[config.mk]
export PLATFORM = sky130hd
export DESIGN_NAME = indexed_ordered_list_top
export DESIGN_NICKNAME = d
export VERILOG_FILES = /design/src/rtl/iol_pkg.sv /design/src/rtl/iol_cell.sv /design/src/rtl/iol_chain.sv /design/src/rtl/indexed_ordered_list_top.sv
export SDC_FILE = /design/constraint.sdc
export NUM_CORES = 1
export LEC_CHECK = 0
export BUFFER_PORTS_ARGS = -buffer_cell sky130_fd_sc_hd__buf_2
export CORE_MARGIN = 2
export CORE_UTILIZATION = 45
export DETAILED_ROUTE_END_ITERATION = 10
export PLACE_DENSITY = 0.57
export REMOVE_ABC_BUFFERS = 1
export SETUP_SLACK_MARGIN = 0.5
export SLEW_MARGIN = 20
export SYNTH_ARGS = -nofsm -noshare
export SYNTH_HDL_FRONTEND = slang
export SYNTH_SLANG_ARGS = --single-unit
[constraint.sdc]
create_clock -name i_clk -period 7.9 [get_ports i_clk]
set_input_delay 1.58 -clock i_clk [delete_from_list [all_inputs] [get_ports i_clk]]
set_output_delay 1.58 -clock i_clk [all_outputs]
set_load 0.02 [all_outputs]
[src/rtl/iol_pkg.sv]
`timescale 1ns / 1ps
// ----------------------------------------------------------------------------
// iol_pkg
// shared types and constants of the indexed ordered list
// ----------------------------------------------------------------------------
package iol_pkg;

    localparam int CAPACITY_DEF = 16;   // default number of list cells
    localparam int MAX_RESULTS  = 16;   // cap on results of one readout
    localparam int VAL_W        = 32;
    localparam int POS_W        = 5;
    localparam int FPOS_W       = 4;
    localparam int TOT_W        = 5;
    localparam int RES_W        = $clog2(MAX_RESULTS + 1);
    localparam int CMP_W        = 8;    // common width for index compares

    typedef logic signed [VAL_W-1:0] t_value;

    typedef enum logic [2:0] {
        REQ_INSERT_HEAD = 3'd0,
        REQ_INSERT_AT   = 3'd1,
        REQ_DELETE_HEAD = 3'd2,
        REQ_DELETE_AT   = 3'd3,
        REQ_FIND_FIRST  = 3'd4,
        REQ_FIND_ALL    = 3'd5,
        REQ_LIST_ALL    = 3'd6
    } t_req_type;

    typedef enum logic [1:0] {
        STS_OK        = 2'd0,
        STS_BAD_INDEX = 2'd1,
        STS_FULL      = 2'd2,
        STS_NOTHING   = 2'd3
    } t_status;

    typedef enum logic [1:0] {
        CM_HOLD,
        CM_INSERT,
        CM_DELETE,
        CM_ROTATE
    } t_cell_mode;

    typedef enum logic [1:0] {
        ST_IDLE,
        ST_SCAN,
        ST_FLUSH
    } t_state;

    typedef struct packed {
        t_req_type         req_type;
        logic [POS_W-1:0]  position;
        t_value            item_value;
    } t_req;

    typedef struct packed {
        t_status           status;
        logic [FPOS_W-1:0] found_position;
        t_value            element_value;
        logic [TOT_W-1:0]  entry_total;
        logic              last_result;
    } t_rsp;

    // command broadcast along the cell chain
    typedef struct packed {
        t_cell_mode        mode;
        logic [POS_W-1:0]  position;
        t_value            value;
    } t_cell_ctrl;

endpackage

[src/rtl/iol_cell.sv]
`timescale 1ns / 1ps
// ----------------------------------------------------------------------------
// iol_cell
// one list cell: holds an entry and moves it to or from its neighbours
// ----------------------------------------------------------------------------
module iol_cell
    import iol_pkg::*;
#(
    parameter int IDX = 0
) (
    input  logic       i_clk,
    input  t_cell_ctrl i_ctrl,
    input  t_value     i_left,
    input  t_value     i_right,
    output t_value     o_value
);

    localparam logic [CMP_W-1:0] MY_IDX = CMP_W'(IDX);

    t_value           r_value;
    t_value           n_value;
    logic [CMP_W-1:0] pos_x;

    assign pos_x = CMP_W'(i_ctrl.position);

    always_comb begin
        n_value = r_value;
        case (i_ctrl.mode)
            CM_INSERT: begin
                if (MY_IDX > pos_x) begin
                    n_value = i_left;
                end else if (MY_IDX == pos_x) begin
                    n_value = i_ctrl.value;
                end
            end
            CM_DELETE: begin
                if (MY_IDX >= pos_x) begin
                    n_value = i_right;
                end
            end
            CM_ROTATE: n_value = i_right;
            default:   n_value = r_value;
        endcase
    end

    always_ff @(posedge i_clk) begin
        r_value <= n_value;
    end

    assign o_value = r_value;

endmodule

[src/rtl/iol_chain.sv]
`timescale 1ns / 1ps
// ----------------------------------------------------------------------------
// iol_chain
// ring of list cells, head entry at cell zero
// ----------------------------------------------------------------------------
module iol_chain
    import iol_pkg::*;
#(
    parameter int CAPACITY = CAPACITY_DEF
) (
    input  logic       i_clk,
    input  t_cell_ctrl i_ctrl,
    output t_value     o_head
);

    t_value cell_val [CAPACITY];

    for (genvar g = 0; g < CAPACITY; g++) begin : g_cell
        localparam int LEFT  = (g == 0) ? CAPACITY - 1 : g - 1;
        localparam int RIGHT = (g == CAPACITY - 1) ? 0 : g + 1;
        iol_cell #(
            .IDX (g)
        ) u_cell (
            .i_clk   (i_clk),
            .i_ctrl  (i_ctrl),
            .i_left  (cell_val[LEFT]),
            .i_right (cell_val[RIGHT]),
            .o_value (cell_val[g])
        );
    end

    assign o_head = cell_val[0];

endmodule

[src/rtl/indexed_ordered_list_top.sv]
`timescale 1ns / 1ps
// ----------------------------------------------------------------------------
// indexed_ordered_list_top
// ordered list of signed 32-bit entries held in a ring of cells
// ----------------------------------------------------------------------------
// The list lives in a chain of CAPACITY cells, position 0 in cell 0. Insert
// and delete requests shift every affected cell at once and give one
// response. find_first, find_all and list_all rotate the ring one place a
// cycle past cell 0, while the response register is free to move; cell 0
// compares or lists the entry there. A full turn puts the ring back, and a
// flush state then sends the final response. A new request is taken when
// the block is idle and its response register is empty or being read in
// that cycle. Every response carries the entry count after the request; the
// last response of a request has last_result set, and readouts stop after
// MAX_RESULTS responses.
// ----------------------------------------------------------------------------
module indexed_ordered_list_top
    import iol_pkg::*;
#(
    parameter int CAPACITY = CAPACITY_DEF
) (
    input  logic i_clk,
    input  logic i_rst_n,
    input  logic i_req_valid,
    output logic o_req_ready,
    input  t_req i_req,
    output logic o_rsp_valid,
    input  logic i_rsp_ready,
    output t_rsp o_rsp
);

    localparam int CNT_W = $clog2(CAPACITY + 1);
    localparam int IDX_W = $clog2(CAPACITY);

    // control state
    t_state             r_state, n_state;
    logic [CNT_W-1:0]   r_count, n_count;
    logic [IDX_W-1:0]   r_k, n_k;           // scan step, entry now in cell 0
    logic [RES_W-1:0]   r_n, n_n;           // responses found so far
    t_req_type          r_type, n_type;
    t_value             r_val, n_val;
    // one held-back hit, so that the last one can be marked
    logic               r_pend_valid, n_pend_valid;
    logic [FPOS_W-1:0]  r_pend_pos, n_pend_pos;
    t_value             r_pend_val, n_pend_val;
    // response register
    logic               r_out_valid, n_out_valid;
    t_rsp               r_out, n_out;

    t_cell_ctrl         cell_ctrl;
    t_value             head;
    logic               slot_free;
    logic               req_acc;
    logic               is_scan;
    logic               scan_end;
    logic               hit;
    logic [CMP_W-1:0]   pos_x;
    logic [CMP_W-1:0]   cnt_x;

    iol_chain #(
        .CAPACITY (CAPACITY)
    ) u_chain (
        .i_clk  (i_clk),
        .i_ctrl (cell_ctrl),
        .o_head (head)
    );

    assign slot_free   = !r_out_valid || i_rsp_ready;
    assign o_req_ready = (r_state == ST_IDLE) && slot_free;
    assign req_acc     = i_req_valid && o_req_ready;
    assign is_scan     = (i_req.req_type == REQ_FIND_FIRST) ||
                         (i_req.req_type == REQ_FIND_ALL) ||
                         (i_req.req_type == REQ_LIST_ALL);
    assign scan_end    = (r_k == IDX_W'(CAPACITY - 1));
    assign pos_x       = CMP_W'(i_req.position);
    assign cnt_x       = CMP_W'(r_count);

    // entry in cell 0 is live, matches (any entry for list_all) and the response cap is not reached
    always_comb begin
        hit = (CMP_W'(r_k) < cnt_x) && (r_n < RES_W'(MAX_RESULTS));
        if (r_type != REQ_LIST_ALL) begin
            hit = hit && (head == r_val);
        end
        if (r_type == REQ_FIND_FIRST) begin
            hit = hit && (r_n == '0);
        end
    end

    // next state
    always_comb begin
        n_state = r_state;
        case (r_state)
            ST_IDLE: begin
                if (req_acc && is_scan) begin
                    n_state = ST_SCAN;
                end
            end
            ST_SCAN: begin
                if (slot_free && scan_end) begin
                    n_state = ST_FLUSH;
                end
            end
            ST_FLUSH: begin
                if (slot_free) begin
                    n_state = ST_IDLE;
                end
            end
            default: n_state = ST_IDLE;
        endcase
    end

    // datapath and outputs
    always_comb begin
        n_count      = r_count;
        n_k          = r_k;
        n_n          = r_n;
        n_type       = r_type;
        n_val        = r_val;
        n_pend_valid = r_pend_valid;
        n_pend_pos   = r_pend_pos;
        n_pend_val   = r_pend_val;
        n_out_valid  = r_out_valid && !i_rsp_ready;
        n_out        = r_out;
        cell_ctrl.mode     = CM_HOLD;
        cell_ctrl.position = i_req.position;
        cell_ctrl.value    = i_req.item_value;

        case (r_state)
            ST_IDLE: begin
                if (req_acc) begin
                    n_out.status         = STS_OK;
                    n_out.found_position = '0;
                    n_out.element_value  = i_req.item_value;
                    n_out.last_result    = 1'b1;
                    case (i_req.req_type)
                        REQ_INSERT_HEAD, REQ_INSERT_AT: begin
                            if (i_req.req_type == REQ_INSERT_HEAD) begin
                                cell_ctrl.position = '0;
                            end
                            if ((i_req.req_type == REQ_INSERT_AT) && (pos_x > cnt_x)) begin
                                n_out.status = STS_BAD_INDEX;
                            end else if (cnt_x >= CMP_W'(CAPACITY)) begin
                                n_out.status = STS_FULL;
                            end else begin
                                cell_ctrl.mode = CM_INSERT;
                                n_count        = r_count + 1'b1;
                                if (i_req.req_type == REQ_INSERT_AT) begin
                                    n_out.found_position = FPOS_W'(i_req.position);
                                end
                            end
                        end
                        REQ_DELETE_HEAD: begin
                            cell_ctrl.position = '0;
                            if (r_count == '0) begin
                                n_out.status = STS_NOTHING;
                            end else begin
                                cell_ctrl.mode = CM_DELETE;
                                n_count        = r_count - 1'b1;
                            end
                        end
                        REQ_DELETE_AT: begin
                            if (pos_x >= cnt_x) begin
                                n_out.status = STS_BAD_INDEX;
                            end else begin
                                cell_ctrl.mode       = CM_DELETE;
                                n_count              = r_count - 1'b1;
                                n_out.found_position = FPOS_W'(i_req.position);
                            end
                        end
                        REQ_FIND_FIRST, REQ_FIND_ALL, REQ_LIST_ALL: begin
                            n_type       = i_req.req_type;
                            n_val        = i_req.item_value;
                            n_k          = '0;
                            n_n          = '0;
                            n_pend_valid = 1'b0;
                        end
                        default: n_out.status = STS_NOTHING;   // unused request code
                    endcase
                    n_out.entry_total = TOT_W'(n_count);
                    n_out_valid       = !is_scan;
                end
            end
            ST_SCAN: begin
                if (slot_free) begin
                    cell_ctrl.mode = CM_ROTATE;
                    n_k            = r_k + 1'b1;
                    if (hit) begin
                        // earlier hit is not the last one, send it now
                        if (r_pend_valid) begin
                            n_out_valid          = 1'b1;
                            n_out.status         = STS_OK;
                            n_out.found_position = r_pend_pos;
                            n_out.element_value  = r_pend_val;
                            n_out.entry_total    = TOT_W'(r_count);
                            n_out.last_result    = 1'b0;
                        end
                        n_pend_valid = 1'b1;
                        n_pend_pos   = FPOS_W'(r_k);
                        n_pend_val   = head;
                        n_n          = r_n + 1'b1;
                    end
                end
            end
            ST_FLUSH: begin
                if (slot_free) begin
                    n_out_valid       = 1'b1;
                    n_out.entry_total = TOT_W'(r_count);
                    n_out.last_result = 1'b1;
                    if (r_pend_valid) begin
                        n_out.status         = STS_OK;
                        n_out.found_position = r_pend_pos;
                        n_out.element_value  = r_pend_val;
                    end else begin
                        n_out.status         = STS_NOTHING;
                        n_out.found_position = '0;
                        n_out.element_value  = (r_type == REQ_LIST_ALL) ? '0 : r_val;
                    end
                    n_pend_valid = 1'b0;
                end
            end
            default: begin
                n_pend_valid = 1'b0;
            end
        endcase
    end

    always_ff @(posedge i_clk) begin
        if (!i_rst_n) begin
            r_state      <= ST_IDLE;
            r_count      <= '0;
            r_pend_valid <= 1'b0;
            r_out_valid  <= 1'b0;
        end else begin
            r_state      <= n_state;
            r_count      <= n_count;
            r_pend_valid <= n_pend_valid;
            r_out_valid  <= n_out_valid;
        end
    end

    // payload registers, no reset
    always_ff @(posedge i_clk) begin
        r_k        <= n_k;
        r_n        <= n_n;
        r_type     <= n_type;
        r_val      <= n_val;
        r_pend_pos <= n_pend_pos;
        r_pend_val <= n_pend_val;
        r_out      <= n_out;
    end

    assign o_rsp_valid = r_out_valid;
    assign o_rsp       = r_out;

endmodule

# Yosys cells after proc, flatten, opt, wreduce, memory -nomap -nowiden
# Index checks and enable logic that the tools add are counted.
[word_totals] reg_bits=645 latch_bits=0 mem_bits_rw=0 romBits=0 in_bits=44 out_inout_bits=46 wordCells=317 mem_count=0
[classes] add_sub_neg=4 mul=0 n_div=0 order_cmp=37 n_eq_ne=71 shift=0 muxes=125 n_bitwise=0 reduce_logical=49
[ops] operator="$mux W32" count=49
[ops] operator="$pmux W32 S3" count=16
[ops] operator="$mux W44" count=5
[ops] operator="$pmux W44 S3" count=1
[ops] operator="$reduce_and A3 Y1" count=19
[ops] operator="$ne A3 B3 Y1 const B" count=17
[ops] operator="$mux W5" count=10
[ops] operator="$ne A2 B2 Y1 const B" count=22
[ops] operator="$eq A4 B5 Y1 const A" count=8
[ops] operator="$ge A4 B5 Y1 const A" count=8
[ops] operator="$gt A4 B5 Y1 const A" count=8
[ops] operator="$mux W38" count=1
[ops] operator="$eq A32 B32 Y1" count=1
[ops] operator="$mux W4" count=7
[ops] operator="$eq A3 B5 Y1 const A" count=4
[ops] operator="$ge A3 B5 Y1 const A" count=4
[ops] operator="$gt A3 B5 Y1 const A" count=4
[ops] operator="$pmux W5 S2" count=2
[ops] operator="$mux W2" count=9
[ops] operator="$pmux W4 S2" count=2
[ops] operator="$eq A3 B3 Y1 const B" count=5
[ops] operator="$mux W1" count=15
[ops] operator="$pmux W5 S3" count=1
[ops] operator="$pmux W2 S3" count=2
[ops] operator="other kinds (39)" count=66

# Depth between registers and ports, before layout
# Gate-level depths: netlist of run 1.
[depth] ltp_word=10 ltp_mapped=13 mapped_depth_nobuf=8

# Cells and area by module
# From an unflattened synthesis of run 1, not the netlist that was laid out.
[hier_totals] cells_unflattened=3089 hier_area_um2=34699.5
[by_module_without_submodules] module="indexed_ordered_list_top" n_inst=1 cells_each=507 area_each_um2=6324.8
[by_module_without_submodules] module="iol_cell at u_chain.g_cell[4].u_cell" n_inst=1 cells_each=192 area_each_um2=2177.1
[by_module_without_submodules] module="iol_cell at u_chain.g_cell[9].u_cell" n_inst=1 cells_each=187 area_each_um2=1920.6
[by_module_without_submodules] module="iol_cell at u_chain.g_cell[13].u_cell" n_inst=1 cells_each=184 area_each_um2=1888.1
[by_module_without_submodules] module="iol_cell at u_chain.g_cell[5].u_cell" n_inst=1 cells_each=187 area_each_um2=1885.6
[by_module_without_submodules] module="iol_cell at u_chain.g_cell[11].u_cell" n_inst=1 cells_each=184 area_each_um2=1870.5
[by_module_without_submodules] module="iol_cell at u_chain.g_cell[3].u_cell" n_inst=1 cells_each=177 area_each_um2=1849.3
[by_module_without_submodules] module="iol_cell at u_chain.g_cell[7].u_cell" n_inst=1 cells_each=177 area_each_um2=1846.8
[by_module_without_submodules] module="iol_cell at u_chain.g_cell[1].u_cell" n_inst=1 cells_each=183 area_each_um2=1835.5
[by_module_without_submodules] module="iol_cell at u_chain.g_cell[15].u_cell" n_inst=1 cells_each=177 area_each_um2=1767.9
[by_module_without_submodules] module="iol_cell at u_chain.g_cell[12].u_cell" n_inst=1 cells_each=177 area_each_um2=1731.7
[by_module_without_submodules] module="iol_cell at u_chain.g_cell[6].u_cell" n_inst=1 cells_each=141 area_each_um2=1671.6
[by_module_without_submodules] module="iol_cell at u_chain.g_cell[8].u_cell" n_inst=1 cells_each=142 area_each_um2=1666.6
[by_module_without_submodules] module="iol_cell at u_chain.g_cell[2].u_cell" n_inst=1 cells_each=141 area_each_um2=1661.6
[by_module_without_submodules] module="3 more rows"

# Worst setup path before layout of run 1
# OpenSTA, ideal clock, no wires.
[synth_path] path_type="input -> register" startpoint="in i_req[32] (netlist name)" endpoint="reg u_chain.g_cell[13].u_cell.r_value[0] (enable)" t_arrival_ps=5569 path_slack_ps=1865 cell_stages=9 n_path_buf=2 path_cell_list="clkbuf_1 > inv_1 > ha_1 > and4_1 > a21o_1 > o31a_2 > a21o_1 > clkbuf_1 > o21ai_0"
[synth_via] elab_chain_cells=9 elab_cells_between_ends=21 classes_between="4 x order compare; 6 x eq/ne; 8 x mux; 3 x reduce/logical"
[synth_rtl] element="from (decl)" line_no="indexed_ordered_list_top.sv:26" text="input t_req i_req,"
[synth_rtl] element="$gt A5 B5 Y1" line_no="indexed_ordered_list_top.sv:140" text="if ((i_req.req_type == REQ_INSERT_AT) && (pos_x > cnt_x)) begin"
[synth_rtl] element="$logic_and A1 B1 Y1" line_no="indexed_ordered_list_top.sv:140"
[synth_rtl] element="$mux W1" line_no="indexed_ordered_list_top.sv:140"
[synth_rtl] element="$pmux W2 S3" line_no="indexed_ordered_list_top.sv:135" text="case (i_req.req_type)"
[synth_rtl] element="$mux W7" line_no="indexed_ordered_list_top.sv:130" text="if (req_acc) begin"
[synth_rtl] element="$pmux W2 S2" line_no="indexed_ordered_list_top.sv:128" text="case (r_state)"
[synth_rtl] element="$eq A2 B1 Y1 / $eq A2 B2 Y1 (equally long branches)" line_no="iol_cell.sv:28" text="case (i_ctrl.mode)"
[synth_rtl] element="$ne A3 B3 Y1 (no line), or another cell as far along"
[synth_rtl] element="$reduce_and A3 Y1 (no line) *"
[synth_rtl] element="to (signal assigned)" line_no="iol_cell.sv:47" text="r_value <= n_value;"
[synth_rtl] element="to (decl)" line_no="iol_cell.sv:20" text="t_value r_value;"
# Every way passes the cells marked *; elsewhere a longest branch is shown, timed or not.
# A chain may end at the register's enable or synchronous reset.

# Worst setup path in the final report of run 1
[layout_path] startpoint="reg u_chain.g_cell[0].u_cell.r_value[16]" endpoint="reg r_pend_val[3] (enable)"
[layout_via] elab_chain_cells=6
[layout_rtl] element="from (decl)" line_no="iol_cell.sv:20"
[layout_rtl] element="from (signal assigned)" line_no="iol_cell.sv:47"
[layout_rtl] element="$eq A32 B32 Y1 *" line_no="indexed_ordered_list_top.sv:82" text="hit = hit && (head == r_val);"
[layout_rtl] element="$logic_and A1 B1 Y1 *" line_no="indexed_ordered_list_top.sv:82"
[layout_rtl] element="$mux W1 *" line_no="indexed_ordered_list_top.sv:81" text="if (r_type != REQ_LIST_ALL) begin"
[layout_rtl] element="$logic_and A1 B1 Y1" line_no="indexed_ordered_list_top.sv:85" text="hit = hit && (r_n == '0);"
[layout_rtl] element="$mux W1 *" line_no="indexed_ordered_list_top.sv:84" text="if (r_type == REQ_FIND_FIRST) begin"
[layout_rtl] element="$reduce_and A3 Y1 (no line) *"
[layout_rtl] element="to (signal assigned)" line_no="indexed_ordered_list_top.sv:248" text="r_pend_val <= n_pend_val;"
[layout_rtl] element="to (decl)" line_no="indexed_ordered_list_top.sv:45" text="t_value r_pend_val, n_pend_val;"
# Marks and branches as above.

==> flow_summary_export.csv, run 1 <==
group,metric,value,unit
clock_network,cts_setup_buffers,0,
synth,syn_avg_cell_area,11.8,µm²
power_and_ir_drop,clkPwrFrac,0.357,
power_and_ir_drop,power_frac_comb,0.161,
clock_network,cts_tree,"built",
final_layout,nets,2800,
routing,drtAntennaViolNets,0,
setup_path,start_kind,"register",
sta,layout_setup_ws,3.33,ns
sta,period_share,0.578,
power_and_ir_drop,finalPower,9.01,mW
clock_network,clock-sinks,645,
synth,synthCells,2771,
global_route,grt_pass1_wl,137000,µm
clock_network,cts_buffer_depth,3,
global_route,grt_max_degree,118,
clock_network,postCtsResizedCells,0,
clock_network,cts_hold_buf,0,
routing,totalWireLength,90100,µm
sta,rsz0062_at_grt,"no",
power_and_ir_drop,p_int,6.53,mW
setup_path,r2r_slack,3.33,ns
outcome,status,"finished clean",
global_route,overflow,0,
place,place_congestion,0.826,
routing,wl_per_cell,24.1,µm
min_path,min_from,"u_chain.g_cell[15].u_cell.o_value[30]",
routing,wl_met2,41200,µm
synth,async_reset_ff_frac,0,
synth,synth_cell_types,64,
setup_path,crit_fanout,22,
sta,clock_skew,0.0246,ns
sta,drv_slew,0,
routing,vias,21615,
sta,clock.fmax,219,MHz
place,io_buffer_count,89,
clock_network,cts_inserted_buffers,72,
setup_path,rr_endpoint,"r_pend_val[3]",
run,maxCapViolCount,0,
synth,synth_ff_type,"edfxtp_1",
sta,holdWs,0.541,ns
sta,worstMarginPinSlew,1.09,ns
sta,fin_crit,4.57,ns
power_and_ir_drop,power.density,250,nW/µm²
min_path,hold_end,"u_chain.g_cell[14].u_cell.o_value[30]",
synth,ys_ff_latch,645,
global_route,grt_usage,0.241,
min_path,worstHoldPathCells,2,
routing,met1_length,41300,µm
min_path,hp-class,"reg2reg",
clock_network,cts-root-buf,"clkbuf_16",
floorplan,initial_core_util,0.456,
final_layout,syn2layout_area_growth,10.0,%
setup_path,critPathArrivalTime,4.81,ns
sta,hold_viol_final,0,
final_layout,final_cell_area,36100,µm²
place,dp_slack,2.82,ns
floorplan,die_y,274,µm
sta,maxSlewHeadroom,0.273,
place,place_area,33900,µm²
floorplan,die_w,274,µm
power_and_ir_drop,power.net_switching,2.48,mW
clock_network,cts_max_level,3,
setup_path,rr_worst_depth,7,
setup_path,required,8.15,ns
floorplan,io_pins,90,
routing,drtPass1Iterations,6,
synth,syn_area,32800,µm²
final_layout,fin_util,0.502,
setup_path,critPathKind,"reg2reg",
power_and_ir_drop,p_leak,13.1,nW
routing,highest_layer,"met5",
sta,setup_viol,0,
floorplan,core_area,71900,µm²
routing,drt-initial-drc-count,1875,
global_route,antenna_found_initial,3,
floorplan,fp-row-count,98,
floorplan,die-area,75000,µm²
power_and_ir_drop,seq_power_share,0.482,
routing,routed_via_density,5.78,
synth,yosysSeqAreaShare,0.588,
routing,drc_errors,0,
global_route,grt_pass1_vias,22097,
power_and_ir_drop,sw_frac_of_total,0.275,
synth,synth_edf_count,636,
place,dp_hpwl,56100,µm
final_layout,drive_above_1_share,0.101,
setup_path,r2r-start,"u_chain.g_cell[0].u_cell.o_value[16]",
clock_network,clkLatencyLatePin,0.61,ns
routing,met3_length,5020,µm
clock_network,path_clk_slew,0.06,ns
synth,ys_warn_count,0,
power_and_ir_drop,max-vdd-ir-drop,0.133,mV
setup_path,cp-end-kind,"register",
-- routing by layer --
layer	track usage	up-vias
li1	-	10087
met1	0.341	10793
met2	0.380	607
met3	0.0354	126
met4	0.0837	2
met5	0	-
-- cells in the final DEF, fill, tap and decap left out, types with 19 or more instances in the layout --
| cell | count |
|---|---|
| nand2_1 | 496 |
| buf_4 | 42 |
| inv_1 | 19 |
| xnor2_1 | 36 |
| a21oi_1 | 52 |
| clkinv_1 | 20 |
| a22oi_1 | 35 |
| edfxtp_1 | 636 |
| buf_2 | 89 |
| nor2_1 | 52 |
| mux2_1 | 30 |
| clkbuf_16 | 74 |
| mux2i_1 | 483 |
| o21ai_1 | 480 |
-- synth_stat cells, types with 2 or more instances --
cell | count | area share
a211oi_1 | 2 | 0.00046
a21boi_0 | 4 | 0.00092
a21o_1 | 8 | 0.0018
a21oi_1 | 52 | 0.0079
a21oi_2 | 9 | 0.0024
a22oi_1 | 35 | 0.0080
a31oi_1 | 4 | 0.00076
a32o_1 | 6 | 0.0018
a41oi_1 | 3 | 0.00080
and2_1 | 11 | 0.0021
buf_1 | 14 | 0.0016
buf_2 | 70 | 0.011
buf_6 | 52 | 0.018
buf_8 | 6 | 0.0027
clkbuf_1 | 108 | 0.012
dfxtp_1 | 9 | 0.0055
edfxtp_1 | 636 | 0.58
ha_1 | 19 | 0.0073
inv_1 | 19 | 0.0022
mux2_1 | 30 | 0.010
mux2_4 | 2 | 0.00092
mux2i_1 | 483 | 0.15
nand2_1 | 497 | 0.057
nand2b_1 | 12 | 0.0023
nand3_1 | 12 | 0.0018
nand3b_1 | 2 | 0.00046
nand4_1 | 12 | 0.0023
nor2_1 | 53 | 0.0061
nor2_2 | 4 | 0.00076
nor2b_1 | 4 | 0.00076
nor3_1 | 6 | 0.00092
nor4_1 | 4 | 0.00076
o2111ai_1 | 2 | 0.00053
o211ai_1 | 8 | 0.0018
o21a_1 | 2 | 0.00046
o21ai_0 | 19 | 0.0029
o21ai_1 | 487 | 0.074
o311ai_0 | 2 | 0.00053
o31ai_1 | 2 | 0.00046
xnor2_1 | 36 | 0.0096
xor2_1 | 2 | 0.00053
-- kinds of logic (layout without fill, tap and decap cells) --
| group | count (synthesis) | in the layout | share of synthesized area |
|---|---|---|---|
| buffers and inverters | 272 | 290 | 0.0480 |
| other | 0 | 1 | 0 |
| multiplexers | 515 | 515 | 0.159 |
| XOR/XNOR | 38 | 38 | 0.0102 |
| adder cells (fa/ha/maj) | 19 | 19 | 0.00725 |
| AO/OA/AOI/OAI | 655 | 655 | 0.109 |
| flip-flops | 645 | 645 | 0.588 |
| AND/OR/NAND/NOR | 627 | 627 | 0.0787 |
-- sequential cells by signal, indices dropped and copies added, names as in the netlist, 4 cells and up --
signal                         count
r_pend_val                        32
o_rsp                             44
r_count                            5
r_pend_pos                         4
r_k                                4
r_n                                5
r_val                             32
u_chain.g_cell.u_cell.o_value    512
-- final cells by class --
type                            count  area, µm²
Multi-Input combinational cell   1854      12200
Fill cell                        6517      35800
Inverter                           20       75.1
Clock inverter                     37        293
Tap cell                          950       1190
Sequential cell                   645      19300
Clock buffer                       89       1910
Antenna cell                        1       2.50
Timing Repair Buffer              144       1070
-- worst max-delay path, cell delays in order (launching register included) --
cell and delay (ns):
edfxtp_1 0.45, xnor2_1 0.69, nand4_1 0.54, nor4_1 0.88, a32o_1 0.28, nand3_1 0.23, nor2_4 0.56, buf_4 0.49
-- power by group through the flow --
| stage | logic, mW | registers [mW] | clock network, mW |
|---|---|---|---|
| after floorplan | 1.22 | 4.44 | 0 |
| after global placement | 1.40 | 4.41 | 0 |
| after detailed placement | 1.46 | 4.41 | 0 |
| after CTS | 1.46 | 4.34 | 3.29 |
| after global routing | 1.59 | 4.37 | 3.42 |
| final | 1.45 | 4.34 | 3.22 |
-- how the worst max path moves through the flow --
| stage | startpoint | end | slack (ns) | depth (start not counted) |
|---|---|---|---|---|
| global placement | i_rsp_ready | u_chain.g_cell[4].u_cell.o_value[19] | 2.73 | 9 |
| finish | u_chain.g_cell[0].u_cell.o_value[16] | r_pend_val[3] | 3.33 | 7 |
| CTS | u_chain.g_cell[0].u_cell.o_value[16] | r_pend_val[3] | 3.19 | 7 |
| detailed placement | i_req[34] | u_chain.g_cell[0].u_cell.o_value[17] | 2.82 | 8 |
| floorplan | i_req[36] | u_chain.g_cell[0].u_cell.o_value[0] | -15.14 | 6 |
| global route | u_chain.g_cell[0].u_cell.o_value[20] | r_pend_val[3] | 3.08 | 7 |
-- metrics by stage --
stage | cells | TNS, ns
after floorplan | 2519 | -7333.62
after global placement | 3607 | 0
after detailed placement | 3613 | 0
after CTS | 3739 | 0
after global routing | 3739 | 0
final | 3740 | 0
(Power assumes the default switching activity.)
==> run 2: changes to the inputs <==
==> constraint.sdc (replaced) <==
create_clock -name i_clk -period 4.4 [get_ports i_clk]
set_input_delay 0.88 -clock i_clk [delete_from_list [all_inputs] [get_ports i_clk]]
set_output_delay 0.88 -clock i_clk [all_outputs]
set_load 0.02 [all_outputs]
==> flow_summary_export.csv, run 2 (synthesized netlist as in run 1, its figures left out) <==
group,metric,value,unit
outcome,status,"finished clean",
power_and_ir_drop,max-vdd-ir-drop,0.228,mV
global_route,grt_use_met1,0.336,
power_and_ir_drop,p_leak,13.4,nW
setup_path,cpPeakStageDelay,0.60,ns
setup_path,path_delay_family,"simple AND/OR/NAND/NOR gates",
final_layout,final_cell_area,36700,µm²
global_route,top_usage_layer,"met2",
final_layout,syn2layout_area_growth,12.0,%
final_layout,drive_above_1_share,0.117,
routing,drtAntennaViolNets,0,
floorplan,initial_core_util,0.456,
sta,fin_crit,3.76,ns
clock_network,cts_tree,"built",
sta,hold_viol_final,0,
power_and_ir_drop,power.density,446,nW/µm²
final_layout,fin_util,0.511,
floorplan,fp-row-count,98,
final_layout,largest_reg_flops,512,
clock_network,clock-sinks,645,
setup_path,start_kind,"register",
final_layout,layout_common_cells,"edfxtp_1, nand2_1, mux2i_1, o21ai_1, buf_2",
clock_network,cts-root-buf,"clkbuf_16",
clock_network,clkLatencyLatePin,0.63,ns
routing,wl_per_cell,23.6,µm
min_path,worstHoldPathCells,0,
routing,routed_via_density,5.70,
global_route,grt_max_degree,90,
clock_network,cts_setup_buffers,0,
floorplan,core_area,71900,µm²
setup_path,critical_path.cell_chain,"xnor2_1 -> nand4_1 -> nor4_1 -> buf_4 -> a32o_1 -> nand3_1 -> a211oi_4 -> buf_12",
setup_path,required,4.68,ns
sta,clock.fmax,266,MHz
setup_path,path_buf_inv,2,
clock_network,cts_hold_buf,0,
final_layout,fillers,6386,
place,io_buffer_count,89,
setup_path,crit_fanout,44,
setup_path,critPathArrivalTime,4.04,ns
routing,totalWireLength,89500,µm
min_path,hp-class,"reg2reg",
setup_path,rr_worst_depth,8,
floorplan,die_y,274,µm
global_route,grt_pass1_wl,133000,µm
sta,drv_slew,0,
routing,drtPass1Iterations,6,
setup_path,path_depth,8,
sta,worstMarginPinSlew,0.939,ns
global_route,use_met2,0.375,
sta,maxSlewHeadroom,0.373,
routing,drc_errors,0,
setup_path,cp-end-kind,"register",
sta,rsz0062_at_grt,"no",
clock_network,cts_inserted_buffers,74,
setup_path,critPathKind,"reg2reg",
sta,setup_viol,0,
sta,period_share,0.855,
routing,drt-initial-drc-count,2178,
final_layout,multi_input_area,12200,µm²
final_layout,nets,2850,
setup_path,cp_slowest_cell,"nand4_1",
global_route,grt_pass1_vias,21318,
place,dp_hpwl,56100,µm
clock_network,path_clk_slew,0.06,ns
global_route,antenna_found_initial,4,
clock_network,postCtsResizedCells,0,
clock_network,cts_buffer_depth,3,
clock_network,cts_max_level,3,
final_layout,layout_commonest_cell,"edfxtp_1",
floorplan,die_w,274,µm
global_route,grtUsageMet3,0.0317,
floorplan,die-area,75000,µm²
run,maxCapViolCount,0,
sta,clock_skew,0.0229,ns
final_layout,ff_latch_area,19300,µm²
routing,vias,21633,
place,place_area,34500,µm²
floorplan,io_pins,90,
global_route,grt_usage,0.235,
place,place_congestion,0.838,
global_route,overflow,0,
run 2: worst paths after layout:
check                         to  slack (ns)                                  from
setup / recovery       o_rsp[34]        0.64   u_chain.g_cell[0].u_cell.o_value[2]
hold / removal    r_pend_val[14]        0.52  u_chain.g_cell[0].u_cell.o_value[14]
setup reg to reg       o_rsp[34]        0.64   u_chain.g_cell[0].u_cell.o_value[2]
hold reg to reg   r_pend_val[14]        0.52  u_chain.g_cell[0].u_cell.o_value[14]
run 2: layout make-up:
cell class                      count  area share
Antenna cell                        1   0.0000682
Clock inverter                     29     0.00692
Tap cell                          950      0.0324
Sequential cell                   645       0.525
Inverter                           20     0.00204
Multi-Input combinational cell   1854       0.333
Clock buffer                      106      0.0546
Timing Repair Buffer              192      0.0455
run 2: worst register-to-register path, cell delays in order (launching register included):
cell      delay, ns
edfxtp_1       0.45
xnor2_1        0.40
nand4_1        0.60
nor4_1         0.57
buf_4          0.22
a32o_1         0.19
nand3_1        0.26
a211oi_4       0.35
buf_12         0.33
run 2: per-layer routing:
| layer | part of all wire | wire [µm] | up-vias |
|---|---|---|---|
| li1 | - | - | 10192 |
| met1 | 0.46 | 40800 | 10717 |
| met2 | 0.46 | 41600 | 626 |
| met3 | 0.058 | 5220 | 96 |
| met4 | 0.021 | 1910 | 2 |
| met5 | 0.000089 | 8 | - |
run 2: power breakdown:
part | internal [mW] | leakage (nW) | switching [mW]
clock network | 3.36 | 1.09 | 2.50
logic | 0.964 | 6.40 | 1.77
registers | 7.53 | 5.95 | 0.243
total | 11.9 | 13.4 | 4.51
run 2: through the flow:
stage / power, mW / worst slack [ns] / setup TNS [ns] / hold WS, ns / cells
after floorplan: 10.2 / -17.94 / -9061.14 / 0.482 / 2519
after global placement: 10.5 / 0.514 / 0 / 0.511 / 3661
after detailed placement: 10.6 / 0.538 / 0 / 0.518 / 3661
after CTS: 16.5 / 0.643 / 0 / 0.530 / 3796
after global routing: 17.0 / 0.567 / 0 / 0.553 / 3797
final: 16.4 / 0.639 / 0 / 0.525 / 3797
